[config.mk]
export PLATFORM = sky130hd
export DESIGN_NAME = stled_queue
export DESIGN_NICKNAME = d
export VERILOG_FILES = /design/src/stled_pkg.sv /design/src/stled_queue.sv
export SDC_FILE = /design/constraint.sdc
export NUM_CORES = 1
export LEC_CHECK = 0
export ABC_AREA = 1
export ABC_CLOCK_PERIOD_IN_PS = 7810
export BUFFER_PORTS_ARGS = -buffer_cell sky130_fd_sc_hd__buf_2
export CAP_MARGIN = 20
export CELL_PAD_IN_SITES_DETAIL_PLACEMENT = 0
export CELL_PAD_IN_SITES_GLOBAL_PLACEMENT = 1
export CORE_MARGIN = 2
export CORE_UTILIZATION = 42
export DETAILED_ROUTE_END_ITERATION = 8
export GPL_TIMING_DRIVEN = 1
export PLACE_DENSITY_LB_ADDON = 0.1
export SLEW_MARGIN = 0
export SYNTH_ARGS = -nofsm -noshare
export SYNTH_HDL_FRONTEND = slang
export SYNTH_SLANG_ARGS = --single-unit
export TNS_END_PERCENT = 1
[constraint.sdc]
create_clock -name clk -period 7.81 [get_ports clk]
set_input_delay 0 -clock clk [delete_from_list [all_inputs] [get_ports clk]]
set_output_delay 0 -clock clk [all_outputs]
set_load 0.01 [all_outputs]
[src/stled_pkg.sv]
`timescale 1ns / 1ps
package stled_pkg;

	// fixed field widths
	localparam int SAMPLE_BITS    = 16;
	localparam int SQ_W           = 2 * SAMPLE_BITS;
	localparam int SUM_W          = 41;
	localparam int WIN_W          = 11;
	localparam int THR_W          = 16;
	localparam int IDX_W          = 32;
	localparam int POW_W          = 31;
	localparam int RATIO_W        = 16;
	localparam int CFG_W          = 32;
	localparam int CFG_IDX_W      = 2;
	localparam int DEF_MAX_WINDOW = 1024;

	// register reset values
	localparam logic [WIN_W-1:0] RST_SHORT_WIN = 11'd8;
	localparam logic [WIN_W-1:0] RST_LONG_WIN  = 11'd64;
	localparam logic [THR_W-1:0] RST_THRESHOLD = 16'd768;
	localparam logic [IDX_W-1:0] RST_START     = 32'd0;

	localparam logic [RATIO_W-1:0] RATIO_MAX = {RATIO_W{1'b1}};

	// register indexes
	typedef enum logic [CFG_IDX_W-1:0] {
		REG_SHORT_WIN   = 2'd0,
		REG_LONG_WIN    = 2'd1,
		REG_THRESHOLD   = 2'd2,
		REG_START_INDEX = 2'd3
	} cfg_reg_t;

	// window sums, lengths and sample index handed from front to back
	typedef struct packed {
		logic [SUM_W-1:0] short_sum;
		logic [SUM_W-1:0] long_sum;
		logic [WIN_W-1:0] short_len;
		logic [WIN_W-1:0] long_len;
		logic [IDX_W-1:0] index;
	} job_t;

	// square of a sample
	function automatic logic [SQ_W-1:0] square(input logic signed [SAMPLE_BITS-1:0] s);
		logic signed [SQ_W-1:0] p;
		p = s * s;
		return p;
	endfunction

endpackage

[src/stled_queue.sv]
`timescale 1ns / 1ps
module stled_queue import stled_pkg::*; (
	input  logic clk,
	input  logic arst_n,
	input  logic push,
	input  job_t wdata,
	output logic full,
	input  logic pop,
	output job_t rdata,
	output logic empty
);

	job_t        mem_q [2];
	logic        wr_q;
	logic        rd_q;
	logic [1:0]  cnt_q;
	logic        do_push;
	logic        do_pop;

	assign full    = (cnt_q == 2'd2);
	assign empty   = (cnt_q == 2'd0);
	assign do_push = push && !full;
	assign do_pop  = pop && !empty;
	assign rdata   = mem_q[rd_q];

	// storage
	always_ff @(posedge clk) begin
		if (do_push) begin
			mem_q[wr_q] <= wdata;
		end
	end

	// pointers and fill count
	always_ff @(posedge clk or negedge arst_n) begin
		if (!arst_n) begin
			wr_q  <= 1'b0;
			rd_q  <= 1'b0;
			cnt_q <= 2'd0;
		end else begin
			if (do_push) begin
				wr_q <= !wr_q;
			end
			if (do_pop) begin
				rd_q <= !rd_q;
			end
			if (do_push && !do_pop) begin
				cnt_q <= cnt_q + 2'd1;
			end else if (do_pop && !do_push) begin
				cnt_q <= cnt_q - 2'd1;
			end
		end
	end

endmodule

After elaboration in Yosys (flattened, before gate mapping)
Memories as Yosys holds them, arrays and structs flattened.
Cells that the tools add are included.
{"block": "op_classes", "n_mux": 4, "eq_ne": 1, "add_sub_neg": 2, "reduce_logical": 12}
{"op": "$logic_not 1->1", "count": 6}
{"op": "$logic_and 1x1->1", "count": 4}
{"op": "$mux 2", "count": 2}
{"op": "$add 2x1->2 const B", "count": 1}
{"op": "$eq 2x2->1 const B", "count": 1}
{"op": "$logic_not 2->1", "count": 1}
{"op": "$mux 1", "count": 2}
{"op": "$reduce_bool 2->1", "count": 1}
{"op": "$sub 2x1->2 const B", "count": 1}
{"block": "word_totals", "mem_bits_rw": 272, "elab_cells": 23, "mem_count": 1, "out_inout_bits": 138, "regBits": 4, "inputBits": 140}
{"name": "mem_q", "depth": 2, "width": 136, "read_ports": 1, "rd_ports_with_merged_regs": 0, "wr": 1, "line": "stled_queue.sv:13", "source": "job_t mem_q [2];"}

Logic depth before layout (Yosys ltp)
Gate-level depths: netlist of run 1.
{"block": "logic_depth", "ltp_word": 7, "ltp_mapped": 9, "ltp_nobuf": 9}

Worst setup path before layout of run 1
OpenSTA, ideal clock, no wires.
{"block": "synth_timing", "path_kind": "reg-to-reg", "from": "reg cnt_q[1]", "to": "mem mem_q[1][0] (netlist name), enable pin", "setup_ps": 633, "path_slack_ps": 960, "stages_incl_launch_ff": 4, "synth_period_minus_slack_ps": 6850, "n_path_buf": 0, "arrival_ps": 6216, "required_time_ps": 7177, "cell_sequence": "dfrtp_1 -> inv_1 -> o21ai_0 -> nor2_1"}
{"block": "synth_via", "elab_chain_len": 5}
{"item": "start, declared", "line": "stled_queue.sv:16", "source": "logic [1:0] cnt_q;"}
{"item": "start signal, assigned", "line": "stled_queue.sv:47", "source": "cnt_q <= cnt_q + 2'd1;"}
{"item": "start signal, assigned", "line": "stled_queue.sv:49", "source": "cnt_q <= cnt_q - 2'd1;"}
{"item": "$eq 2x2->1", "line": "stled_queue.sv:20", "source": "assign full = (cnt_q == 2'd2);"}
{"item": "$logic_not 1->1", "line": "stled_queue.sv:22", "source": "assign do_push = push && !full;"}
{"item": "$logic_and 1x1->1", "line": "stled_queue.sv:22"}
{"item": "$mux 1", "line": "stled_queue.sv:28", "source": "if (do_push) begin"}
{"item": "$mux 1 (not written as such)", "line": "stled_queue.sv:29", "source": "mem_q[wr_q] <= wdata;"}
{"item": "end, declared", "line": "stled_queue.sv:13"}
No other way between the ends.

==> results of run 1 <==
## worst register-to-register path: cells and delay by family (launching register included)
kind	cells	cell delay, ps
AO/OA/AOI/OAI	1	220
AND/OR/NAND/NOR	1	750
flip-flops	1	450
buffers and inverters	1	760
## cell usage in the layout (no fill, tap or decap), drive strengths merged
cell type    Yosys  routed
ha               1       1
dlygate4sd3      0     140
clkinv           0      11
o21ai            2       2
nand3            1       1
nand2          417     417
xnor2            1       1
dfrtp            4       4
nand3b           1       1
inv              8       8
clkinvlp         0       1
edfxtp         272     272
clkbuf           0      35
buf             30     282
bufinv           0       3
nand4            1       1
nor2             4       4
## through the flow
stage               instances  hold WS, ps  instance area, µm²  total power, mW
finish                   1508          190               14100             4.94
global route             1508          175               14100             5.25
CTS                      1508          165               14100             5.02
detailed placement       1318         -187               11800             3.66
global placement         1318         -182               11800             3.65
floorplan                 742         -296               10300             3.16
## kinds of logic (layout without fill, tap and decap cells)
kind of cell,Yosys count,count (layout),synth area share
and+or+nand+nor,424,424,0.156
DFF,276,276,0.806
buffers and inverters,38,480,0.0355
AOI/OAI and AO/OA,2,2,0.000975
adders and majority gates,1,1,0.00122
xor gates and xnor gates,1,1,0.000854
## registers in the layout, indices dropped and copies added (netlist names)
name / flops
cnt_q: 2
rd_q: 1
mem_q: 272
wr_q: 1
## worst max-delay path by stage
stage             start  cells past startpoint     endpoint  slack [ps]
2_1_floorplan  cnt_q[1]                      3  mem_q[1][0]         960
3_3_place_gp       rd_q                      5    rdata[45]        5150
3_5_place_dp       rd_q                      5    rdata[45]        5130
4_1_cts            rd_q                      5    rdata[45]        4560
5_1_grt            rd_q                      5     rdata[3]        4390
6_report           rd_q                      5    rdata[24]        4670
## metal layers
| metal | vias to the layer above | track usage | share of wire |
|---|---|---|---|
| met5 | - | 0 | 0 |
| met4 | 0 | 0.0430 | 0.020 |
| met3 | 36 | 0.0449 | 0.076 |
| met2 | 212 | 0.279 | 0.46 |
| met1 | 3038 | 0.227 | 0.44 |
| li1 | 3346 | - | - |
## timing repair
item	4_1_cts	5_1_grt
hold endpoints to repair	279	0
gates resized for setup	0	0
hold buffers	140	0
## area by class of cell
class	instances	area [µm²]
Fill cell	1993	10100
Sequential cell	276	8270
Timing Repair Buffer	422	2830
Multi-Input combinational cell	428	1640
Clock buffer	35	748
Tap cell	324	405
Clock inverter	15	144
Inverter	8	37.5
## report_power, final
group | switching, mW | leakage (nW) | internal (mW)
clock network | 0.518 | 0.434 | 0.772
registers | 0.126 | 2.58 | 2.02
logic | 0.997 | 3.01 | 0.507
total | 1.64 | 6.03 | 3.30
==> run metrics, run 1 <==
status complete, no violations; Syn Inst Count around 740; drt wl/cell 14.9 µm; r2r endpoint mem_q[1][8]; critical path class register to output port; Final Hold Fails 0; Peak VDD IR 0.234 mV; worst slack, placed roughly 5100 ps; nature of the critical path startpoint register; clock latency at the later pin of the worst-skew pair 520 ps; Via density 4.40; clk slew on worst S/H paths 60 ps; Ports approximately 280; Min-Delay Path Class input port to register; hold depth 2; root cell of the clock tree clkbuf_16; flop-to-flop setup slack 5220 ps; Final Max Tran Viols 0; commonest cells in the netlist nand2_1 (417), edfxtp_1 (272), buf_6 (29); initial antenna violation count 0; CTS tree built; Worst Clk Skew 6.25 ps; CTS Buf Count 29; Clock Path Buffers 3; post-layout util 0.582; Top delay family on crit path buffers and inverters; Port Buffer Count ~280; Final setup viols 0; placed wire-length estimate roughly 13 mm; overall routing resource usage 0.170; Horiz. Die Dim between 150 and 200 µm; syn_area_per_cell 13.8 µm²; FF-to-FF Start cnt_q[0]; CP dominant cell by count nand2_1; slew margin rel. 0.290; Async SR Flop Fraction 0.0145; DRC viols 0; Syn Nets around 880; final WL 22.5 mm; Post-synth EDFFs 272; placer congestion estimate ~0.74; RSZ-0062 raised after global routing false; Slowest cell on crit path buf_4; ANT nets after route 0; # nets final 1,306; top_reg_cell synth edfxtp_1; P_leak 6.03 nW; Yosys top cell by area edfxtp_1; CP Buf/Inv Count 3; sequential area share after synthesis 0.806; Synth Register Bits roughly 280; Setup Buffers After CTS 0; MaxCap Viol Count 0; area grow syn2layout 37.1%; Critical Path Fanout Max 93; final worst-path cycle share 0.402; fraction of layout cells with a size suffix above 1 0.273; worst-path cell chain inv_4 > buf_4 > nand2_1 > nand2_1 > buf_2; HP Start wdata[98]; ANT cells 0; Die ar. around 26,000 µm²; top post-synthesis cells by area edfxtp_1 (80%), nand2_1 (15%), buf_6 (3.2%), dfrtp_1 (0.98%), inv_1 (0.26%); total global routing overflow 0; fmax 0.319 GHz; critical path arrival 3140 ps; Yosys cell types 14; CTS Sinks 276; num rows 57; DRT Pass-1 Iters 6; largest net degree at the start of global routing 94; starting density of the core 0.424; count leader, synth nand2_1; worst-margin pin slew 1060 ps; CP required ~7800 ps; endpoint class of the critical path output port; Synth top area share 0.796; power per cell area 351 nW/µm²; die span in y 160 µm; htree depth 1; YS warnings 0; Worst R2R Path Depth 3; DRT iter0 DRCs 369; Core Region 24,200 µm²; first-pass GRT wire length 34.2 mm; hold endpoint mem_q[0][98]; Sum Neg Setup Slack 0 ps; Post-Syn Area approximately 10,000 µm²; largest stage delay on the critical path between 800 and 900 ps; min setup slack post-route 4670 ps; crit path time final 3140 ps; routed via count 6,632; vias in the first global route 6,450
(Power assumes the default switching activity.)
==> run 2: changes to the inputs <==
--- a/config.mk
+++ b/config.mk
@@ -6,7 +6,7 @@
 export NUM_CORES = 1
 export LEC_CHECK = 0
 export ABC_AREA = 1
-export ABC_CLOCK_PERIOD_IN_PS = 7810
+export ABC_CLOCK_PERIOD_IN_PS = 2900
 export BUFFER_PORTS_ARGS = -buffer_cell sky130_fd_sc_hd__buf_2
 export CAP_MARGIN = 20
 export CELL_PAD_IN_SITES_DETAIL_PLACEMENT = 0
==> constraint.sdc (replaced) <==
create_clock -name clk -period 2.9 [get_ports clk]
set_input_delay 0 -clock clk [delete_from_list [all_inputs] [get_ports clk]]
set_output_delay 0 -clock clk [all_outputs]
set_load 0.01 [all_outputs]
==> run metrics, run 2 (synthesis gave the netlist of run 1 again) <==
crit path time final 2170 ps; Reg power frac 0.418 (-0.017); Die ar. 25,700 µm² (unchanged); num rows 57 (unchanged); clock latency at the later pin of the worst-skew pair 530 ps (about the same); nature of the critical path startpoint register; root cell of the clock tree clkbuf_16; vias in the first global route 6,555 (+1.6%); Hold WS 184 ps (-6.72 ps); worst-margin pin slew 830 ps (-235 ps); Horiz. Die Dim 160 µm (unchanged); HP Start wdata[98]; Final Hold Fails 0 (unchanged); FILL cells 1,956 (-1.9%); P_leak 6.08 nW (+0.93%); final WL 22.4 mm (-0.50%); placed wire-length estimate 13.4 mm (+2.2%); clk slew on worst S/H paths 60 ps (about the same); FF-to-FF Start cnt_q[1]; MaxCap Viol Count 0 (unchanged); slew margin rel. 0.445 (+0.155); max FFs per register 272 (unchanged); Int Power 9.03 mW (+170%); DRT Pass-1 Iters 4 (-2); Post-Route M1 WL 9.29 mm (-6.4%); Final Power 13.5 mW (+170%); Top reg by flops mem_q; power per cell area 947 nW/µm² (+170%); clock power share 0.258 (-0.003); htree depth 1 (unchanged); drt wl/cell 14.8 µm (-1.1%); Critical Path Fanout Max 30 (-68%); # nets final 1,314 (+0.61%); fmax 0.460 GHz; top sig layer met4; routed via count 6,735 (+1.6%); Ports 278 (unchanged); hold endpoint mem_q[0][98]; starting density of the core 0.424 (unchanged); Switching Power 4.44 mW (+170%); DRC viols 0 (unchanged); CTS tree built; r2r endpoint mem_q[0][114]; Final setup viols 0 (unchanged); Worst R2R Path Depth 6 (+3); initial antenna violation count 1 (+1); largest net degree at the start of global routing 138 (+47%); commonest non-fill, non-tap cells in the layout nand2_1 (417), buf_2 (277), edfxtp_1 (272); Min-Delay Path Class input port to register; flop-to-flop setup slack 730 ps (-4490 ps); Peak VDD IR 0.765 mV (+230%); Non-Filler Instances 1,517 (+0.60%); Core Region 24,200 µm² (unchanged); Met2 Wirelength 11.2 mm (+7.0%); final worst-path cycle share 0.749; area grow syn2layout 38.6%; first-pass GRT wire length 34.4 mm (+0.38%); die span in y 160 µm (unchanged); CTS Buf Count 29 (unchanged); commonest non-fill, non-tap cell in the layout nand2_1; Comb power frac 0.324 (+0.020); fraction of layout cells with a size suffix above 1 0.278 (+0.00488); status complete, no violations; Switching Fraction 0.329 (-0.00270); Final Max Tran Viols 0 (unchanged); RSZ-0062 raised after global routing false; endpoint class of the critical path register; Setup Buffers After CTS 0 (unchanged); ANT nets after route 0 (unchanged); placer congestion estimate 0.734 (-0.64%); CTS Sinks 276 (unchanged); Via density 4.44 (+0.95%); overall routing resource usage 0.170 (+0.000724); CP required 3180 ps (-4630 ps); Clock Path Buffers 3 (unchanged); Placed Instances 1,326 (+0.61%); Port Buffer Count 277 (unchanged); hold depth 2 (unchanged); DRT iter0 DRCs 431 (+17%); met3 WL 1.44 mm (-17%); largest registers mem_q (272), cnt_q (2); critical path arrival 2450 ps (-690 ps); total global routing overflow 0 (unchanged); critical path class register to register; Worst Clk Skew 5.20 ps (-1.06 ps)
==> run 2: what timing repair did <==
| item | 4_1_cts | 5_1_grt |
|---|---|---|
| resized for setup | 0 | 0 |
| endpoints found under the setup margin | 0 | 0 |
| endpoints found under the hold margin | 279 | 0 |
| hold buffers | 140 | 0 |
==> run 2: worst max-delay path, stage by stage (launching register included) <==
cell        delay [ps]
dfrtp_1            390
inv_2               70
nor2_2             120
nor2_1              70
nand2_1            120
clkinvlp_4         670
buf_4              480
==> run 2: area by class of cell <==
cell class / instances / area, µm² / share of cell area
flip-flops and latches: 276 / 8270 / 0.582
repair buffers: 430 / 2970 / 0.209
multi-input cells: 428 / 1640 / 0.116
clock buffers: 39 / 763 / 0.0537
well taps: 324 / 405 / 0.0285
clock inverters: 11 / 125 / 0.00880
inverters: 8 / 36.3 / 0.00255
diodes: 1 / 2.50 / 0.000176
==> run 2: how the worst max path moves through the flow <==
stage | startpoint | to | slack, ps | cells past startpoint
finish | cnt_q[1] | mem_q[0][114] | 730 | 6
global route | cnt_q[1] | mem_q[0][104] | 520 | 6
CTS | cnt_q[1] | mem_q[0][98] | 610 | 6
detailed placement | cnt_q[1] | mem_q[0][114] | 610 | 6
global placement | cnt_q[1] | mem_q[0][114] | 660 | 6
floorplan | cnt_q[0] | mem_q[0][0] | -280 | 4
==> run 2: metrics by stage <==
stage	worst slack (ps)	utilization	setup TNS, ps	cell area (µm²)
after floorplan	-276	-	-48610	10300
after global placement	657	0.493	0	11900
after detailed placement	609	0.493	0	11900
after CTS	605	0.588	0	14200
after global routing	518	0.588	0	14200
final	728	0.588	0	14200
==> run 2: layer usage <==
metal | up-vias | global-route usage
li1 | 3377 | -
met1 | 3098 | 0.220
met2 | 222 | 0.293
met3 | 38 | 0.0351
met4 | 0 | 0.0504
met5 | - | 0
==> run 2: power groups by stage <==
| stage | clock (mW) | combinational [mW] | sequential, mW |
|---|---|---|---|
| 6_report | 3.47 | 4.36 | 5.63 |
| 2_1_floorplan | 0 | 2.69 | 5.74 |
| 4_1_cts | 3.57 | 4.49 | 5.64 |
| 3_5_place_dp | 0 | 4.32 | 5.72 |
| 5_1_grt | 3.74 | 4.86 | 5.71 |
| 3_3_place_gp | 0 | 4.31 | 5.70 |
