## src/stled_pkg.sv

```systemverilog
`timescale 1ns / 1ps
package stled_pkg;

	// fixed field widths
	localparam int SAMPLE_BITS    = 16;
	localparam int SQ_W           = 2 * SAMPLE_BITS;
	localparam int SUM_W          = 41;
	localparam int WIN_W          = 11;
	localparam int THR_W          = 16;
	localparam int IDX_W          = 32;
	localparam int POW_W          = 31;
	localparam int RATIO_W        = 16;
	localparam int CFG_W          = 32;
	localparam int CFG_IDX_W      = 2;
	localparam int DEF_MAX_WINDOW = 1024;

	// register reset values
	localparam logic [WIN_W-1:0] RST_SHORT_WIN = 11'd8;
	localparam logic [WIN_W-1:0] RST_LONG_WIN  = 11'd64;
	localparam logic [THR_W-1:0] RST_THRESHOLD = 16'd768;
	localparam logic [IDX_W-1:0] RST_START     = 32'd0;

	localparam logic [RATIO_W-1:0] RATIO_MAX = {RATIO_W{1'b1}};

	// register indexes
	typedef enum logic [CFG_IDX_W-1:0] {
		REG_SHORT_WIN   = 2'd0,
		REG_LONG_WIN    = 2'd1,
		REG_THRESHOLD   = 2'd2,
		REG_START_INDEX = 2'd3
	} cfg_reg_t;

	// window sums, lengths and sample index handed from front to back
	typedef struct packed {
		logic [SUM_W-1:0] short_sum;
		logic [SUM_W-1:0] long_sum;
		logic [WIN_W-1:0] short_len;
		logic [WIN_W-1:0] long_len;
		logic [IDX_W-1:0] index;
	} job_t;

	// square of a sample
	function automatic logic [SQ_W-1:0] square(input logic signed [SAMPLE_BITS-1:0] s);
		logic signed [SQ_W-1:0] p;
		p = s * s;
		return p;
	endfunction

endpackage

```

## src/stled_div.sv

```systemverilog
`timescale 1ns / 1ps
module stled_div import stled_pkg::*; (
	input  logic             clk,
	input  logic             arst_n,
	input  logic             start,
	input  logic [SUM_W-1:0] num,
	input  logic [POW_W-1:0] den,
	output logic             done,
	output logic [SUM_W-1:0] quot
);

	localparam int CNT_W = $clog2(SUM_W);

	logic [SUM_W-1:0] num_q;
	logic [POW_W-1:0] rem_q;
	logic [POW_W-1:0] den_q;
	logic [CNT_W-1:0] cnt_q;
	logic             run_q;
	logic             done_q;
	logic [POW_W:0]   rem_sh;
	logic             ge;

	assign rem_sh = {rem_q, num_q[SUM_W-1]};
	assign ge     = (rem_sh >= {1'b0, den_q});
	assign done   = done_q;
	assign quot   = num_q;

	// restoring division, one quotient bit a cycle
	always_ff @(posedge clk or negedge arst_n) begin
		if (!arst_n) begin
			num_q  <= '0;
			rem_q  <= '0;
			den_q  <= '0;
			cnt_q  <= '0;
			run_q  <= 1'b0;
			done_q <= 1'b0;
		end else begin
			done_q <= 1'b0;
			if (start) begin
				num_q <= num;
				den_q <= den;
				rem_q <= '0;
				cnt_q <= '0;
				run_q <= 1'b1;
			end else if (run_q) begin
				rem_q <= ge ? POW_W'(rem_sh - {1'b0, den_q}) : rem_sh[POW_W-1:0];
				num_q <= {num_q[SUM_W-2:0], ge};
				cnt_q <= cnt_q + CNT_W'(1);
				if (cnt_q == CNT_W'(SUM_W - 1)) begin
					run_q  <= 1'b0;
					done_q <= 1'b1;
				end
			end
		end
	end

endmodule

```

## src/stled_back.sv

```systemverilog
`timescale 1ns / 1ps
module stled_back import stled_pkg::*; (
	input  logic               clk,
	input  logic               arst_n,
	input  job_t               job,
	input  logic               job_empty,
	output logic               job_pop,
	input  logic [THR_W-1:0]   threshold,
	output logic               empty,
	input  logic               pop,
	output logic [POW_W-1:0]   short_power,
	output logic [POW_W-1:0]   long_power,
	output logic [RATIO_W-1:0] power_ratio,
	output logic               event_detected,
	output logic [IDX_W-1:0]   sample_index
);

	typedef enum logic [2:0] {
		B_IDLE, B_DSHORT, B_DLONG, B_DRATIO, B_OUT
	} state_t;

	state_t             state_q;
	job_t               job_q;
	logic [POW_W-1:0]   sp_q;
	logic [POW_W-1:0]   lp_q;
	logic [RATIO_W-1:0] ratio_q;
	logic               ovalid_q;
	logic [POW_W-1:0]   osp_q;
	logic [POW_W-1:0]   olp_q;
	logic [RATIO_W-1:0] oratio_q;
	logic               oevent_q;
	logic [IDX_W-1:0]   oidx_q;

	logic               div_start;
	logic [SUM_W-1:0]   div_num;
	logic [POW_W-1:0]   div_den;
	logic               div_done;
	logic [SUM_W-1:0]   div_quot;
	logic               slot_free;

	stled_div u_div (
		.clk    (clk),
		.arst_n (arst_n),
		.start  (div_start),
		.num    (div_num),
		.den    (div_den),
		.done   (div_done),
		.quot   (div_quot)
	);

	assign job_pop        = (state_q == B_IDLE) && !job_empty;
	assign slot_free      = !ovalid_q || pop;
	assign empty          = !ovalid_q;
	assign short_power    = osp_q;
	assign long_power     = olp_q;
	assign power_ratio    = oratio_q;
	assign event_detected = oevent_q;
	assign sample_index   = oidx_q;

	// divider operand selection
	always_comb begin
		div_start = 1'b0;
		div_num   = job.short_sum;
		div_den   = POW_W'(job.short_len);
		unique case (state_q)
			B_IDLE: div_start = !job_empty;
			B_DSHORT: begin
				div_start = div_done;
				div_num   = job_q.long_sum;
				div_den   = POW_W'(job_q.long_len);
			end
			B_DLONG: begin
				div_start = div_done && (div_quot != '0);
				div_num   = {2'b00, sp_q, 8'h00};
				div_den   = div_quot[POW_W-1:0];
			end
			default: ;
		endcase
	end

	// sequencer and result word register
	always_ff @(posedge clk or negedge arst_n) begin
		if (!arst_n) begin
			state_q  <= B_IDLE;
			job_q    <= '0;
			sp_q     <= '0;
			lp_q     <= '0;
			ratio_q  <= '0;
			ovalid_q <= 1'b0;
			osp_q    <= '0;
			olp_q    <= '0;
			oratio_q <= '0;
			oevent_q <= 1'b0;
			oidx_q   <= '0;
		end else begin
			if (pop && ovalid_q) begin
				ovalid_q <= 1'b0;
			end
			unique case (state_q)
				B_IDLE: begin
					if (!job_empty) begin
						job_q   <= job;
						state_q <= B_DSHORT;
					end
				end
				B_DSHORT: begin
					if (div_done) begin
						sp_q    <= div_quot[POW_W-1:0];
						state_q <= B_DLONG;
					end
				end
				B_DLONG: begin
					if (div_done) begin
						lp_q <= div_quot[POW_W-1:0];
						if (div_quot == '0) begin
							// no long power: full scale or zero
							ratio_q <= (sp_q != '0) ? RATIO_MAX : '0;
							state_q <= B_OUT;
						end else begin
							state_q <= B_DRATIO;
						end
					end
				end
				B_DRATIO: begin
					if (div_done) begin
						ratio_q <= (div_quot > SUM_W'(RATIO_MAX)) ? RATIO_MAX
							: div_quot[RATIO_W-1:0];
						state_q <= B_OUT;
					end
				end
				B_OUT: begin
					if (slot_free) begin
						ovalid_q <= 1'b1;
						osp_q    <= sp_q;
						olp_q    <= lp_q;
						oratio_q <= ratio_q;
						oevent_q <= (ratio_q > threshold);
						oidx_q   <= job_q.index;
						state_q  <= B_IDLE;
					end
				end
				default: state_q <= B_IDLE;
			endcase
		end
	end

endmodule

```

## config.mk

```make
export PLATFORM = sky130hd
export DESIGN_NAME = stled_back
export DESIGN_NICKNAME = d
export VERILOG_FILES = /design/src/stled_pkg.sv /design/src/stled_div.sv /design/src/stled_back.sv
export SDC_FILE = /design/constraint.sdc
export NUM_CORES = 1
export LEC_CHECK = 0
export BUFFER_PORTS_ARGS = -buffer_cell sky130_fd_sc_hd__buf_2
export CORE_ASPECT_RATIO = 0.5
export CORE_MARGIN = 1.5
export CORE_UTILIZATION = 53
export DETAILED_ROUTE_END_ITERATION = 8
export PLACE_DENSITY = 0.79
export SETUP_SLACK_MARGIN = 0.5
export SLEW_MARGIN = 10
export SYNTH_ARGS = -nofsm -noshare
export SYNTH_HDL_FRONTEND = slang
export SYNTH_SLANG_ARGS = --single-unit
```

## constraint.sdc

```tcl
create_clock -name clk -period 5.4 [get_ports clk]
set_clock_uncertainty 0.1 [all_clocks]
set_input_delay 0 -clock clk [delete_from_list [all_inputs] [get_ports clk]]
set_output_delay 0 -clock clk [all_outputs]
set_load 0.005 [all_outputs]
```

# Yosys cells after proc, flatten, opt, wreduce, memory -nomap -nowiden

Index checks and enable logic that the tools add are counted.

Output and inout bits: 113
Memories kept: 0
Bits in read-only memories: 0
Bits in writable memories: 0
Register bits after elaboration: 388
Word-level logic and storage cells: 86
Bits in latches: 0

Bitwise logic cells: 1
Eq/ne operators: 11
Add/sub/neg operators: 2
Multiplexer cells: 32
Div/mod/pow operators: 0
Reduce and logical (&&, ||, !) cells: 18
Magnitude comparators: 3
Multipliers: 0
Shift-type cells: 0

Operators by type and width:

| operator                                                                 | count |
|---|---|
| 31-bit 2-to-1 mux                                                        | 3 |
| 41-bit 2-to-1 mux                                                        | 2 |
| 41-bit case mux with 2 select lines                                      | 1 |
| 16-bit 2-to-1 mux                                                        | 5 |
| 31-bit case mux with 2 select lines                                      | 1 |
| 41-bit by 16-bit > comparator with 1-bit output (second input constant)  | 1 |
| 41-bit zero test                                                         | 1 |
| 41-bit nonzero test                                                      | 1 |
| 32-bit by 31-bit greater-or-equal comparator with 1-bit output           | 1 |
| 16-bit case mux with 2 select lines                                      | 1 |
| 31-bit nonzero test                                                      | 1 |
| 31-bit subtractor                                                        | 1 |
| 3-bit 2-to-1 mux                                                         | 6 |
| 16-bit > comparator                                                      | 1 |
| 3-bit case mux with 5 select lines                                       | 1 |
| 6-bit 2-to-1 mux                                                         | 2 |
| 1-bit 2-to-1 mux                                                         | 9 |
| 2-bit AND reduction                                                      | 4 |
| 6-bit by 1-bit adder with 6-bit output (second input constant)           | 1 |
| 3-bit by 2-bit equality test with 1-bit output (second input constant)   | 2 |
| 6-bit equality test (second input constant)                              | 1 |
| 2-bit by 1-bit inequality test with 1-bit output (second input constant) | 3 |
| 2-bit inequality test (second input constant)                            | 3 |
| 5-bit AND reduction                                                      | 1 |
| other kinds (10)                                                         | 14 |

# Longest topological paths before layout

Word-level depth: 5
Mapped depth: 14

# Hierarchy

From an unflattened synthesis, not the netlist that was laid out.

Cell total of the unflattened synthesis: 1786
Area total of the unflattened synthesis: 19457.4 sq um

By module, submodules not included:

| module     | instances | area an instance (sq um) | cells an instance |
|---|---|---|---|
| stled_back | 1         | 12695.9                  | 1021 |
| stled_div  | 1         | 6761.5                   | 765 |

# Worst setup path after synthesis

OpenSTA, ideal clock, no wires.

Path kind: flip-flop to flip-flop
Start point: register u_div.num_q[40] (netlist: u_div.quot[40])
End point: register u_div.rem_q[30]
Setup time: 0.120 ns
Clock period less this slack: 2.782 ns
Data required time: 5.180 ns
Arrival: 2.561 ns
Cell stages (with the launch flop): 13
Buffers on the path: 0
Path slack: 2.618 ns
Path through: dfrtp_1 -> inv_1 -> ha_1 -> inv_1 -> fa_1 -> a21oi_1 -> o21ai_1 -> a31oi_1 -> nand2b_1 -> a211o_1 -> a31oi_1 -> xnor2_1 -> a31o_2

Longest elaborated chain between the ends: 4

Ends and longest elaborated chain:

| what                                                                    | line                              | RTL |
|---|---|---|
| start: declaration                                                      | stled_div.sv:14                   | `logic [SUM_W-1:0] num_q;` |
| start signal: assignment                                                | stled_div.sv:40                   | `num_q <= num;` |
| start signal: assignment                                                | stled_div.sv:47                   | `num_q <= {num_q[SUM_W-2:0], ge};` |
| 31-bit subtractor, or another cell as far along                         | stled_div.sv:46                   | `rem_q <= ge ? POW_W'(rem_sh - {1'b0, den_q}) : rem_sh[POW_W-1:0];` |
| 31-bit 2-to-1 mux or 1-bit logical AND (tied branches)                  | stled_div.sv:46, stled_back.sv:73 |  |
| 31-bit 2-to-1 mux or 1-bit case mux with 3 select lines (tied branches) | stled_div.sv:45, stled_back.sv:65 |  |
| 31-bit 2-to-1 mux or 2-bit nonzero test (tied branches)                 | n/a                               |  |
| end signal: assignment                                                  | stled_div.sv:46                   |  |
| end: declaration                                                        | stled_div.sv:15                   | `logic [POW_W-1:0] rem_q;` |

Parallel ways exist; a longest one is shown, timed or not. The select of a mux whose other input is x is not followed.
A chain may end at the register's enable or synchronous reset.

# Final worst setup path

Start point: register u_div.num_q[36] (netlist: u_div.quot[36])
End point: register u_div.num_q[22] (netlist: u_div.quot[22])

Longest elaborated chain between the ends: 4

Ends and longest elaborated chain:

| what                                                    | line             | RTL |
|---|---|---|
| 41-bit nonzero test (*)                                 | stled_back.sv:73 | `div_start = div_done && (div_quot != '0);` |
| 1-bit logical AND (*)                                   | stled_back.sv:73 |  |
| 1-bit case mux with 3 select lines (*)                  | stled_back.sv:65 | `unique case (state_q)` |
| 41-bit 2-to-1 mux or 2-bit nonzero test (tied branches) | n/a              |  |

Every way passes the cells marked *; elsewhere a longest branch is shown, timed or not.

==> flow_summary.json <==
{
  "netlist_top_cells_area": "dfrtp_1 (53%), mux2_2 (15%), ha_1 (3.4%)",
  "final_area_sq_um": 22500,
  "fp.dieArea_sq_um": 35600,
  "top_layer": "met4",
  "cpMostUsedCell": "nor3_4",
  "htree_levels": 2,
  "netlist_area_sq_um": 18200,
  "endpoint_kind": "flip-flop",
  "synthAdderAreaFrac_pct": 3.47,
  "num_rows": 47,
  "tightest_slew_ns": 1.04,
  "netlist.area_leader.share_pct": 53.2,
  "die_w_microns": 265,
  "critPathTopFamily": "simple AND/OR/NAND/NOR gates",
  "dr_wl_met2_microns": 24700,
  "cts_sinks": 388,
  "min_path_type": "input port to asynchronous set/reset pin",
  "critPathBufInv": 2,
  "hold_viol": 1,
  "p_leak_nw": 11.2,
  "area_growth_pct": 23.4,
  "synth_cells": 1534,
  "synth-async-reset-ratio_pct": 100,
  "nNetsFinal": 2108,
  "hpwl_microns": 32800,
  "start_util_pct": 54.5,
  "rsz0062_at_grt": "false",
  "required_ns": 5.73,
  "intPower_mw": 7.51,
  "grt_overflow": 0,
  "drive_above_1_share_pct": 31.7,
  "startpoint_type": "flip-flop",
  "ys_ff_latch": 388,
  "switching_share_pct": 39.6,
  "seqPwrFrac_pct": 38.2,
  "crit_cells": 9,
  "drt-wirelength-per-cell_microns": 22.1,
  "synth_top_family_by_area": "multiplexers",
  "fmax_mhz": 252,
  "powerDensity_nw_per_um2": 552,
  "power.switching_mw": 4.92,
  "mostFrequentLayoutCells": "dfrtp_1 (387), buf_2 (267), mux2_2 (251)",
  "maxCapViolations": 0,
  "synth.area.mux_share_pct": 18.5,
  "fillers": 2287,
  "grt_pass1_wl_microns": 81200,
  "crit_path_max_fanout": 74,
  "synth_compound_area_share_pct": 13.8,
  "drc_errors": 0,
  "via_per_inst": 6.05,
  "yosysTopAreaCell": "dfrtp_1",
  "relSlewSlack_pct": 31.0,
  "vias": 14300,
  "synth_edf_count": 0,
  "final_antenna_net_count": 0,
  "placed_cell_area_sq_um": 19900,
  "cts_root_buffer": "clkbuf_16",
  "port_buffers": 268,
  "multi_input_area_sq_um": 7930,
  "track_usage_pct": 29.3,
  "regArea_sq_um": 9710,
  "pwr-share-comb_pct": 41.3,
  "wl_met1_microns": 21200,
  "synth.net_count": 1740,
  "final_max_slew_viol_count": 0,
  "crit_type": "flip-flop to flip-flop",
  "clkSlewWorstSetupHoldPaths_ns": 0.07,
  "fin_tns_setup_ns": 0,
  "fp.dieH_microns": 134,
  "synth-xor-area-share_pct": 1.25,
  "layout_commonest_cell": "dfrtp_1",
  "finalSetupViolCount": 0,
  "wl_microns": 52400,
  "final_cells": 2371,
  "syn_area_per_cell_sq_um": 11.9,
  "cp.arrival_ns": 4.30,
  "path_cells": "nor4_1 > nand4_4 > nor3_4 > nor2_2 > buf_4 > nor3_4 > buf_12 > a211oi_1 > a21oi_1",
  "ir_drop_mv": 0.310,
  "holdWs_ns": -0.00290,
  "io_pins": 269,
  "gp_congestion": 0.947,
  "dpl_worst_slack_ns": 1.70,
  "cts_max_path_buffers": 3,
  "placed_cells": 2162,
  "yosys_warnings": 0,
  "ys_seq_area_share_pct": 53.2,
  "p_total_mw": 12.4,
  "fin_crit_ns": 3.97,
  "cts_buffers": 36,
  "clock_latency_ns": 0.54,
  "cts_tree": "yes",
  "core_sq_um": 33500,
  "dr_wl_met3_microns": 4290,
  "worst_slack_ns": 1.43,
  "grt_pass1_vias": 14600,
  "clkPwrFrac_pct": 20.5,
  "synth-simple-area-share_pct": 6.26,
  "slowest_delay_ns": 0.86,
  "antenna_found_initial": 3,
  "cp_slowest_cell": "nor3_4",
  "synth_cell_types": 64,
  "period_share_pct": 73.5,
  "violations": "hold timing",
  "status": "complete, but fails checks",
  "worstRegToRegCells": 9,
  "grt_max_degree": 168,
  "dr.pass1.iters": 6,
  "synth_flop_cell": "dfrtp_1",
  "drt_iter0_markers": 1294,
  "final_util_pct": 67.3
}
[worst paths after layout]
check / from / to / slack (ns)
setup / recovery: u_div.quot[36] / u_div.quot[22] / 1.43
hold / removal: arst_n / power_ratio[10] / -0.003
min in group clk: job[20] / job_q[20] / 0.13
max in group asynchronous: arst_n / long_power[22] / 4.29
setup reg to reg: u_div.quot[36] / u_div.quot[22] / 1.43
hold reg to reg: short_power[21] / short_power[21] / 0.40
[cell usage after synthesis (3+ instances only)]
master / number
a211oi_1: 49
a211oi_2: 8
a21o_1: 13
a21oi_1: 119
a221oi_1: 11
a22o_1: 60
a31oi_1: 11
and2_1: 3
and3_1: 5
and4_1: 3
buf_1: 5
buf_2: 28
buf_4: 5
clkbuf_1: 55
dfrtp_1: 388
ha_1: 49
inv_1: 58
mux2_2: 251
mux2i_1: 54
nand2_1: 62
nand2b_1: 6
nand3_1: 12
nand4_1: 16
nor2_1: 68
nor2b_1: 4
nor3_1: 15
nor4_1: 18
o21a_1: 3
o21ai_0: 47
o21ai_1: 30
o21bai_1: 5
o31ai_1: 3
or3_1: 5
xnor2_1: 17
xor2_1: 9
[logic make-up after synthesis]
| logic type | count (synthesis) |
|---|---|
| muxes | 305 |
| AOI/OAI and AO/OA | 379 |
| buffers and inverters | 155 |
| xor gates and xnor gates | 26 |
| DFF | 388 |
| adders and majority gates | 50 |
| and+or+nand+nor | 231 |
[cell type report]
| cell class | count | share of cell area [%] |
|---|---|---|
| diodes | 2 | 0.0222 |
| multi-input cells | 991 | 35.2 |
| inverters | 59 | 0.984 |
| flip-flops and latches | 388 | 43.1 |
| repair buffers | 426 | 13.2 |
| well taps | 441 | 2.45 |
| clock inverters | 10 | 0.533 |
| clock buffers | 54 | 4.44 |
[power by group through the flow]
stage	Combinational (mW)	Sequential [mW]	Clock, mW
6_report	5.13	4.75	2.55
5_1_grt	5.64	4.83	2.68
4_1_cts	5.01	4.67	2.54
3_5_place_dp	4.87	4.71	0
3_3_place_gp	4.76	4.67	0
2_1_floorplan	3.97	4.30	0
[state kept, by name, summed over array words and instances (netlist names)]
register / flops
event_detected: 1
job_q: 84
long_power: 31
lp_q: 31
ovalid_q: 1
power_ratio: 16
ratio_q: 16
sample_index: 32
short_power: 31
sp_q: 31
state_q: 3
u_div.cnt_q: 6
u_div.den_q: 31
u_div.done: 1
u_div.quot: 41
u_div.rem_q: 31
u_div.run_q: 1
[layer usage]
| metal | vias to the layer above | global-route usage [%] |
|---|---|---|
| li1 | 6356 | - |
| met1 | 7133 | 38.0 |
| met2 | 671 | 46.8 |
| met3 | 175 | 7.36 |
| met4 | 0 | 13.0 |
| met5 | - | 0 |
[tightest hold or removal path, stage by stage]
cell           delay (ns)
dlygate4sd3_1        0.56
buf_8                0.15
buf_16               0.33
[repair_timing]
item,in CTS,in global routing
buffers inserted,0,0
hold buffers,142,0
gates resized for setup,0,0
endpoints found under the hold margin,214,0
(Power assumes the default switching activity.)
